`src/sv/kpd_pkg.sv`:
```
// shared types, constants and key table for the keypad scanner
package kpd_pkg;

    // register indexes on the configuration port
    localparam logic REG_MAX_DIGITS    = 1'b0;
    localparam logic REG_RELEASE_TICKS = 1'b1;

    // register reset values
    localparam logic [4:0] MAX_DIGITS_RESET    = 5'd16;
    localparam logic [3:0] RELEASE_TICKS_RESET = 4'd3;

    // idle timer saturates here
    localparam logic [3:0] IDLE_LIMIT = 4'd15;

    // characters of interest
    localparam logic [6:0] CHAR_CLEAR = 7'h43;
    localparam logic [6:0] CHAR_ZERO  = 7'h30;
    localparam logic [6:0] CHAR_NINE  = 7'h39;

    // stream payload widths
    localparam int S_TDATA_W = 8;
    localparam int M_TDATA_W = 16;
    localparam int M_TUSER_W = 2;

    typedef struct packed {
        logic [4:0] max_digits;
        logic [3:0] release_ticks;
    } kpd_cfg_t;

    typedef struct packed {
        logic [1:0] scan_column;
        logic [7:0] held_code;
        logic [3:0] idle_ticks;
        logic [4:0] accepted_count;
    } kpd_state_t;

    typedef struct packed {
        logic [1:0] next_column;
        logic       digit_valid;
        logic [6:0] digit_char;
        logic       clear_display;
        logic [4:0] digit_count;
    } kpd_result_t;

    // keypad layout: 1 2 3 U / 4 5 6 D / 7 8 9 R / C 0 E L, index = row*4 + column
    function automatic logic [6:0] key_char(input logic [3:0] idx);
        logic [6:0] ch;
        case (idx)
            4'd0:    ch = 7'h31;
            4'd1:    ch = 7'h32;
            4'd2:    ch = 7'h33;
            4'd3:    ch = 7'h55;
            4'd4:    ch = 7'h34;
            4'd5:    ch = 7'h35;
            4'd6:    ch = 7'h36;
            4'd7:    ch = 7'h44;
            4'd8:    ch = 7'h37;
            4'd9:    ch = 7'h38;
            4'd10:   ch = 7'h39;
            4'd11:   ch = 7'h52;
            4'd12:   ch = 7'h43;
            4'd13:   ch = 7'h30;
            4'd14:   ch = 7'h45;
            4'd15:   ch = 7'h4c;
            default: ch = 7'h31;
        endcase
        return ch;
    endfunction

endpackage

```
`src/sv/kpd_cfg.sv`:
```
// configuration register file on an apb-style port
module kpd_cfg (
    input  logic               clk,
    input  logic               rst_n,
    input  logic               psel,
    input  logic               penable,
    input  logic               pwrite,
    input  logic [2:0]         paddr,
    input  logic [31:0]        pwdata,
    output logic [31:0]        prdata,
    output logic               pready,
    output kpd_pkg::kpd_cfg_t  cfg
);

    logic [4:0] max_digits_reg;
    logic [3:0] release_ticks_reg;
    logic       wr_en;

    assign pready = 1'b1;
    assign wr_en  = psel && penable && pwrite && pready;

    // register writes, index taken from the word address bit
    always_ff @(posedge clk or negedge rst_n)
    begin
        if (!rst_n)
        begin
            max_digits_reg    <= kpd_pkg::MAX_DIGITS_RESET;
            release_ticks_reg <= kpd_pkg::RELEASE_TICKS_RESET;
        end
        else if (wr_en)
        begin
            if (paddr[2] == kpd_pkg::REG_MAX_DIGITS)
                max_digits_reg <= pwdata[4:0];
            else
                release_ticks_reg <= pwdata[3:0];
        end
    end

    // read mux
    always_comb
    begin
        if (paddr[2] == kpd_pkg::REG_MAX_DIGITS)
            prdata = {27'd0, max_digits_reg};
        else
            prdata = {28'd0, release_ticks_reg};
    end

    assign cfg.max_digits    = max_digits_reg;
    assign cfg.release_ticks = release_ticks_reg;

endmodule

```
`src/sv/kpd_step.sv`:
```
// one scan tick: key decode, count and release timer update
module kpd_step (
    input  logic                 [3:0] rows,
    input  kpd_pkg::kpd_state_t        state,
    input  kpd_pkg::kpd_cfg_t          cfg,
    output kpd_pkg::kpd_state_t        state_next,
    output kpd_pkg::kpd_result_t       result
);

    logic [3:0] col_onehot;
    logic [7:0] code;
    logic [1:0] row_idx;
    logic [6:0] ch;
    logic       take;
    logic       press;
    logic       is_clear;
    logic       is_digit;
    logic [7:0] held_mid;
    logic [3:0] idle_mid;
    logic [4:0] count_next;

    // key code and table lookup; anything but a single row reads as the top row
    always_comb
    begin
        col_onehot = 4'b0001 << state.scan_column;
        code       = {col_onehot, rows};
        case (rows)
            4'b0010: row_idx = 2'd1;
            4'b0100: row_idx = 2'd2;
            4'b1000: row_idx = 2'd3;
            default: row_idx = 2'd0;
        endcase
        ch = kpd_pkg::key_char({row_idx, state.scan_column});
    end

    // press detection and key classification
    assign take     = (rows != 4'd0) && (state.accepted_count < cfg.max_digits);
    assign press    = take && (code != state.held_code);
    assign is_clear = press && (ch == kpd_pkg::CHAR_CLEAR);
    assign is_digit = press && (ch >= kpd_pkg::CHAR_ZERO) && (ch <= kpd_pkg::CHAR_NINE);

    // digit count
    always_comb
    begin
        if (is_clear)
            count_next = 5'd0;
        else if (is_digit)
            count_next = 5'(state.accepted_count + 5'd1);
        else
            count_next = state.accepted_count;
    end

    // held code and release timer
    always_comb
    begin
        held_mid = press ? code : state.held_code;
        idle_mid = take ? 4'd0 : state.idle_ticks;
        if (idle_mid > cfg.release_ticks)
        begin
            state_next.held_code  = 8'd0;
            state_next.idle_ticks = idle_mid;
        end
        else
        begin
            state_next.held_code  = held_mid;
            state_next.idle_ticks = (idle_mid < kpd_pkg::IDLE_LIMIT) ?
                                    4'(idle_mid + 4'd1) : idle_mid;
        end
    end

    assign state_next.scan_column    = 2'(state.scan_column + 2'd1);
    assign state_next.accepted_count = count_next;

    // result item
    assign result.next_column   = state_next.scan_column;
    assign result.digit_valid   = is_digit;
    assign result.digit_char    = is_digit ? ch : 7'd0;
    assign result.clear_display = is_clear;
    assign result.digit_count   = count_next;

endmodule

```
`src/sv/keypad_scan_digit_entry.sv`:
```
// keypad scanner top level: input register, scan state, result register
// an accepted input passes through the input register and then the result register
// throughput: one scan tick per cycle while m_tready holds; the state update is a single pass of kpd_step
// the input register keeps accepting while a result waits, stalling only when both are full
// reset (rst_n low, asynchronous): column 0, no held key, timer and count zero,
// max_digits 16, release_ticks 3, both stages empty
module keypad_scan_digit_entry (
    input  logic                           clk,
    input  logic                           rst_n,
    // row_bits [3:0], zero [7:4]
    input  logic [kpd_pkg::S_TDATA_W-1:0]  s_tdata,
    input  logic                           s_tvalid,
    output logic                           s_tready,
    // next_column [1:0], digit_char [8:2], digit_count [13:9], zero [15:14]
    output logic [kpd_pkg::M_TDATA_W-1:0]  m_tdata,
    // digit_valid [0], clear_display [1]
    output logic [kpd_pkg::M_TUSER_W-1:0]  m_tuser,
    output logic                           m_tvalid,
    input  logic                           m_tready,
    input  logic                           psel,
    input  logic                           penable,
    input  logic                           pwrite,
    input  logic [2:0]                     paddr,
    input  logic [31:0]                    pwdata,
    output logic [31:0]                    prdata,
    output logic                           pready
);

    kpd_pkg::kpd_cfg_t    cfg;
    kpd_pkg::kpd_state_t  state_reg;
    kpd_pkg::kpd_state_t  state_next;
    kpd_pkg::kpd_result_t result_next;
    kpd_pkg::kpd_result_t result_reg;
    logic                 in_valid_reg;
    logic [3:0]           rows_reg;
    logic                 out_valid_reg;
    logic                 advance;

    kpd_cfg u_cfg (
        .clk     (clk),
        .rst_n   (rst_n),
        .psel    (psel),
        .penable (penable),
        .pwrite  (pwrite),
        .paddr   (paddr),
        .pwdata  (pwdata),
        .prdata  (prdata),
        .pready  (pready),
        .cfg     (cfg)
    );

    kpd_step u_step (
        .rows       (rows_reg),
        .state      (state_reg),
        .cfg        (cfg),
        .state_next (state_next),
        .result     (result_next)
    );

    // handshake: the held item moves on when the result register is free or draining
    assign advance  = in_valid_reg && (!out_valid_reg || m_tready);
    assign s_tready = !in_valid_reg || advance;

    // input register
    always_ff @(posedge clk or negedge rst_n)
    begin
        if (!rst_n)
            in_valid_reg <= 1'b0;
        else if (s_tready)
            in_valid_reg <= s_tvalid;
    end

    always_ff @(posedge clk)
    begin
        if (s_tready && s_tvalid)
            rows_reg <= s_tdata[3:0];
    end

    // scan state, updated once per processed tick
    always_ff @(posedge clk or negedge rst_n)
    begin
        if (!rst_n)
            state_reg <= '0;
        else if (advance)
            state_reg <= state_next;
    end

    // result register
    always_ff @(posedge clk or negedge rst_n)
    begin
        if (!rst_n)
            out_valid_reg <= 1'b0;
        else if (advance)
            out_valid_reg <= 1'b1;
        else if (m_tready)
            out_valid_reg <= 1'b0;
    end

    always_ff @(posedge clk)
    begin
        if (advance)
            result_reg <= result_next;
    end

    assign m_tvalid = out_valid_reg;
    assign m_tdata  = {2'b00, result_reg.digit_count, result_reg.digit_char,
                       result_reg.next_column};
    assign m_tuser  = {result_reg.clear_display, result_reg.digit_valid};

    // a tick never both emits a digit and clears
    a_digit_or_clear: assert property (@(posedge clk) disable iff (!rst_n)
        m_tvalid |-> !(result_reg.digit_valid && result_reg.clear_display))
        else $error("digit and clear in the same result");

    // an emitted character is a decimal digit, otherwise zero
    a_digit_range: assert property (@(posedge clk) disable iff (!rst_n)
        m_tvalid |-> (result_reg.digit_valid ?
            (result_reg.digit_char >= kpd_pkg::CHAR_ZERO &&
             result_reg.digit_char <= kpd_pkg::CHAR_NINE) :
            (result_reg.digit_char == 7'd0)))
        else $error("bad digit character");

    // the column rotates by one on each processed tick
    a_column_step: assert property (@(posedge clk) disable iff (!rst_n)
        advance |=> state_reg.scan_column == 2'($past(state_reg.scan_column) + 2'd1))
        else $error("scan column did not rotate");

    // a result reports the column that the state now holds
    a_column_match: assert property (@(posedge clk) disable iff (!rst_n)
        advance |=> result_reg.next_column == state_reg.scan_column)
        else $error("result column out of step with state");

endmodule
```
`config.mk`:
```
export PLATFORM = sky130hd
export DESIGN_NAME = keypad_scan_digit_entry
export DESIGN_NICKNAME = d
export VERILOG_FILES = /design/src/sv/kpd_pkg.sv /design/src/sv/kpd_cfg.sv /design/src/sv/kpd_step.sv /design/src/sv/keypad_scan_digit_entry.sv
export SDC_FILE = /design/constraint.sdc
export NUM_CORES = 1
export LEC_CHECK = 0
export BUFFER_PORTS_ARGS = -buffer_cell sky130_fd_sc_hd__buf_4
export CAP_MARGIN = 5
export CORE_ASPECT_RATIO = 1.2
export CORE_MARGIN = 4
export CORE_UTILIZATION = 54
export CTS_BUF_LIST = sky130_fd_sc_hd__clkbuf_4
export DETAILED_ROUTE_END_ITERATION = 8
export MAX_ROUTING_LAYER = met4
export PLACE_DENSITY = 0.82
export SLEW_MARGIN = 20
export SYNTH_ARGS = -nofsm -noshare
export SYNTH_HDL_FRONTEND = slang
export SYNTH_HIERARCHICAL = 1
export SYNTH_SLANG_ARGS = --single-unit
```
`constraint.sdc`:
```
create_clock -name clk -period 4.4 [get_ports clk]
set_clock_uncertainty 0.1 [all_clocks]
set_input_delay 0.22 -clock clk [delete_from_list [all_inputs] [get_ports clk]]
set_output_delay 0.22 -clock clk [all_outputs]
set_load 0.01 [all_outputs]
```
Yosys cells after proc, flatten, opt, wreduce, memory -nomap -nowiden
Memories as Yosys holds them, arrays and structs flattened.
Index checks and enable logic that the tools add are counted.
{"block": "word_totals", "register_bits": 50, "inputBits": 50, "elab_cells": 59, "n_memories": 1, "rom_bits": 112, "out_inout_bits": 53}
{"block": "op_classes", "n_mux": 10, "n_eq_ne": 5, "reduce_logical": 19, "add_sub_neg": 3, "n_shift": 1, "n_bitwise": 1, "magnitude_cmp": 5}
{"memory": "(no name shown)", "words": 16, "width": 7, "rd": 1, "rd_ports_with_merged_regs": 0, "wr": 0, "line_no": "kpd_pkg.sv:48", "text": "case (idx)"}
{"operator": "2-to-1 mux 5 bit", "count": 3}
{"operator": "2-to-1 mux 12 bit", "count": 1}
{"operator": "logical AND 1 bit", "count": 9}
{"operator": "2-to-1 mux 4 bit", "count": 2}
{"operator": "2-to-1 mux 8 bit", "count": 1}
{"operator": "inequality test 8 bit", "count": 1}
{"operator": "equality test 7 bit, second input constant", "count": 1}
{"operator": "greater-or-equal comparator 7 x 6 -> 1 bit, second input constant", "count": 1}
{"operator": "<= comparator 7 x 6 -> 1 bit, second input constant", "count": 1}
{"operator": "case mux 2 bit (3 select lines)", "count": 1}
{"operator": "AND reduction 2 bit", "count": 3}
{"operator": "adder 5 x 1 -> 5 bit, second input constant", "count": 1}
{"operator": "less-than comparator 5 bit", "count": 1}
{"operator": "adder 4 x 1 -> 4 bit, second input constant", "count": 1}
{"operator": "equality test 4 x 2 -> 1 bit, second input constant", "count": 1}
{"operator": "equality test 4 x 3 -> 1 bit, second input constant", "count": 1}
{"operator": "equality test 4 bit, second input constant", "count": 1}
{"operator": "greater-than comparator 4 bit", "count": 1}
{"operator": "less-than comparator 4 bit, second input constant", "count": 1}
{"operator": "nonzero test 2 bit", "count": 2}
{"operator": "nonzero test 4 bit", "count": 1}
{"operator": "left shift 1 x 2 -> 4 bit, first input constant", "count": 1}
{"operator": "adder 2 x 1 -> 2 bit, second input constant", "count": 1}
{"operator": "logical NOT 1 bit", "count": 2}
{"operator": "3 further kinds", "count": 5}

Longest topological paths before layout
An unclocked memory read counts as a cell.
{"block": "depth", "ltp_word": 8, "ltp_mapped": 15, "depth_no_buf": 14}

By module
Netlist, hierarchy kept.
{"module": "keypad_scan_digit_entry", "area_per_inst_um2": 1496.4, "instances": 1, "cells_per_inst": 72}
{"module": "kpd_step", "area_per_inst_um2": 1297.5, "instances": 1, "cells_per_inst": 185}
{"module": "kpd_cfg", "area_per_inst_um2": 665.6, "instances": 1, "cells_per_inst": 56}

Least setup slack after synthesis
No wires, ideal clock.
{"block": "synth_path", "path_kind": "register to register", "startpoint": "register u_cfg.max_digits_reg[4]", "endpoint": "register state_reg[5] (netlist bit)", "setup_ps": 125, "arrival_ps": 3230, "setup_slack_ps": 945, "n_path_buf": 1, "path_stages_with_launch": 15, "cell_sequence": "dfstp_2 > inv_1 > ha_1 > a221oi_2 > o21ai_2 > and2_1 > ha_1 > nor2b_1 > o21a_1 > o21a_1 > o21a_1 > clkbuf_1 > o21a_1 > a22o_1 > mux2_4"}
{"item": "start: declaration", "line_no": "kpd_cfg.sv:15", "text": "logic [4:0] max_digits_reg;"}
{"item": "start signal: assignment", "line_no": "kpd_cfg.sv:27", "text": "max_digits_reg <= kpd_pkg::MAX_DIGITS_RESET;"}
{"item": "start signal: assignment", "line_no": "kpd_cfg.sv:33", "text": "max_digits_reg <= pwdata[4:0];"}
{"item": "end signal: assignment", "line_no": "keypad_scan_digit_entry.sv:85", "text": "state_reg <= state_next;"}
{"item": "end: declaration", "line_no": "keypad_scan_digit_entry.sv:30", "text": "kpd_pkg::kpd_state_t state_reg;"}

==> impl_metrics.json <==
{
  "num-fill-cells": 537,
  "diodes": 0,
  "postPlaceCellArea_sq_mm": 0.00356,
  "drtIter0Drc": 108,
  "ant_nets": 0,
  "worstSkewPairLatency_ns": 0.36,
  "grt_overflow": 0,
  "r2r_slack_ns": 0.74,
  "ys_seq_area_frac": 0.392,
  "yosys.area_share.simple": 0.140,
  "first_pass_iters": 4,
  "htreeDepth": 2,
  "synthMuxAreaShare": 0.139,
  "p_leak_nw": 1.78,
  "num_rows": 31,
  "startpoint": "u_cfg/max_digits_reg[4]$_DFFE_PN1P_",
  "r2r-end": "state_reg[5]$_DFFE_PN0P_",
  "setup_tns_ns": 0,
  "critPathRequiredTime_ns": 4.57,
  "cts_tree": "built",
  "setup.worst_path.end_class": "flip-flop",
  "wl_per_cell_microns": 14.2,
  "postSynthCellCount": 313,
  "ir_worst_vdd_mv": 0.221,
  "crit_path_start_kind": "flip-flop",
  "grt_max_degree": 31,
  "largest_reg_flops": 19,
  "synthAdderAreaFrac": 0.0579,
  "critical_path_arrival_ns": 3.83,
  "fp.dieW_microns": 81.1,
  "status": "complete, no violations",
  "syn_area_sq_mm": 0.00346,
  "ys_ff_latch": 50,
  "clockRootBuffer": "clkbuf_4",
  "grt_pass1_wl_microns": 10200,
  "final_max_slew_viol_count": 0,
  "synth_top_family_by_area": "simple AND/OR/NAND/NOR gates",
  "synth_area_leaders": "dfrtp_1, edfxtp_1, mux2_4",
  "synth_edf_count": 20,
  "netlist.area_leader.share": 0.195,
  "cts_resized": 0,
  "power_density_mw_per_mm2": 558,
  "die_y_microns": 95.7,
  "dieArea_sq_mm": 0.00776,
  "synth_compound_area_frac": 0.108,
  "cts_buffers": 5,
  "wl_microns": 6080,
  "hp-class": "in2reg",
  "ys_warn_count": 6,
  "finish.instance_area_sq_mm": 0.00373,
  "critPathCapture": "state_reg[5]$_DFFE_PN0P_",
  "drive_above_1_share": 0.280,
  "async_flop_share": 0.600,
  "synth_top_flop_cell": "dfrtp_1",
  "worst-setup-path-type": "reg2reg",
  "worstPathMaxFanout": 9,
  "drc": 0,
  "coreArea_sq_mm": 0.00613,
  "path_clk_slew_ns": 0.14,
  "port_buffers": 39,
  "drv_cap": 0,
  "synthXorXnorAreaFrac": 0.0253,
  "nets": 412,
  "yosysTopAreaCell": "dfrtp_1",
  "synthToLayoutAreaGrowth_pct": 7.70,
  "grt_use_total": 0.173,
  "rsz0062_at_grt": "false",
  "worstMarginPinSlew_ns": 0.708,
  "synth_cell_types": 61,
  "dp_hpwl_microns": 4490,
  "start_util": 0.565,
  "hold_viol": 0,
  "cts_max_path_buffers": 2,
  "grt_pass1_vias": 2224,
  "synth.avg_cell_area_sq_um": 11.1,
  "max_freq_mhz": 273,
  "relSlewSlack": 0.527,
  "rr_worst_depth": 13,
  "layout_min_cycle_time_ns": 3.66,
  "clock_sinks": 50,
  "finalSetupViolCount": 0,
  "cts_hold_buffers": 11,
  "rr_startpoint": "u_cfg/max_digits_reg[4]$_DFFE_PN1P_",
  "gp_congestion": 0.818,
  "num_vias": 2238,
  "fin_crit_sh": 0.833,
  "post_cts_buffers": 0,
  "ios": 103,
  "viasPerCell": 5.22,
  "grt_antenna_before_repair": 0
}
[layout by cell type, fill, tap and decap left out, types with 3 or more instances in the layout]
cell type / synthesis / layout
o21ai_1: 3 / 3
dfrtp_1: 27 / 27
o21a_1: 6 / 6
nor2b_1: 4 / 4
and2_1: 3 / 3
clkbuf_4: 0 / 5
xor2_1: 10 / 10
nor2_1: 11 / 11
inv_1: 13 / 13
a21oi_1: 10 / 10
nor3_1: 4 / 4
dlygate4sd3_1: 0 / 11
mux2i_1: 3 / 3
dfstp_2: 3 / 3
conb_1: 4 / 31
a21o_1: 3 / 3
edfxtp_1: 20 / 20
o21ai_0: 4 / 4
and3_1: 5 / 5
mux2_4: 24 / 24
nor3b_1: 5 / 5
inv_2: 3 / 3
mux2_2: 8 / 8
ha_1: 16 / 16
nand2b_1: 3 / 3
buf_4: 42 / 40
nand2_1: 28 / 28
[area by class of cell]
cell class	instances	area, sq um	area share
inverters	16	60.1	0.0161
flip-flops and latches	50	1360	0.364
clock inverters	3	16.3	0.00437
multi-input cells	222	1740	0.468
repair buffers	51	410	0.110
well taps	82	103	0.0275
clock buffers	5	37.5	0.0101
[metal layers]
layer	global-route usage	part of all wire
met1	0.203	0.41
met2	0.299	0.52
met3	0.0198	0.035
met4	0.0704	0.027
met5	-	0
[stage by stage]
| stage | util | cells | total power, mW | setup WS [ns] | hold WS (ns) |
|---|---|---|---|---|---|
| 2_1_floorplan | - | 340 | 1.73 | 0.945 | -0.176 |
| 3_3_place_gp | 0.581 | 410 | 1.84 | 0.810 | 0.0759 |
| 3_5_place_dp | 0.581 | 410 | 1.88 | 0.773 | 0.0784 |
| 4_1_cts | 0.608 | 429 | 2.09 | 0.751 | 0.0329 |
| 5_1_grt | 0.608 | 429 | 2.26 | 0.553 | 0.0498 |
| 6_report | 0.608 | 429 | 2.08 | 0.735 | 0.0514 |
[cells by family after synthesis]
logic type / after synthesis
mux: 35
simple gates: 81
buf+inv: 68
compound gates: 49
xor+xnor: 10
fa+ha+maj: 16
flops: 50
other cells: 4
[cell usage after synthesis (all sizes together), types with 6 or more instances]
| library cell | instances |
|---|---|
| a21oi | 11 |
| and3 | 6 |
| buf | 51 |
| dfrtp | 27 |
| edfxtp | 20 |
| ha | 16 |
| inv | 16 |
| mux2 | 32 |
| nand2 | 30 |
| nor2 | 11 |
| o21a | 6 |
| o21ai | 8 |
| xor2 | 10 |
[power by group]
group | leakage [nW] | internal [mW] | switching, mW | total [mW]
clock | 0.0303 | 0.0600 | 0.139 | 0.199
sequential | 0.560 | 0.662 | 0.129 | 0.791
combinational | 1.19 | 0.529 | 0.562 | 1.09
[how the worst min path moves through the flow]
stage,from,to,slack (ns),cells after the start
floorplan,rst_n,in_valid_reg$_DFFE_PN0P_,-0.18,0
CTS,m_tready,in_valid_reg$_DFFE_PN0P_,0.03,3
detailed placement,rst_n,state_reg[15]$_DFFE_PN0P_,0.08,1
global placement,rst_n,state_reg[15]$_DFFE_PN0P_,0.08,1
finish,m_tready,in_valid_reg$_DFFE_PN0P_,0.05,3
global route,m_tready,in_valid_reg$_DFFE_PN0P_,0.05,3
[critical path, cell delays in order, from the launching register on]
cell	delay, ns
dfstp_2	0.57
inv_1	0.05
ha_1	0.31
a221oi_2	0.33
o21ai_2	0.19
and2_1	0.23
ha_1	0.28
nor2b_1	0.13
o21a_1	0.16
o21a_1	0.18
o21a_1	0.30
o21a_1	0.24
a22o_1	0.23
mux2_4	0.26
No activity file was read; power rests on OpenSTA's default activity.
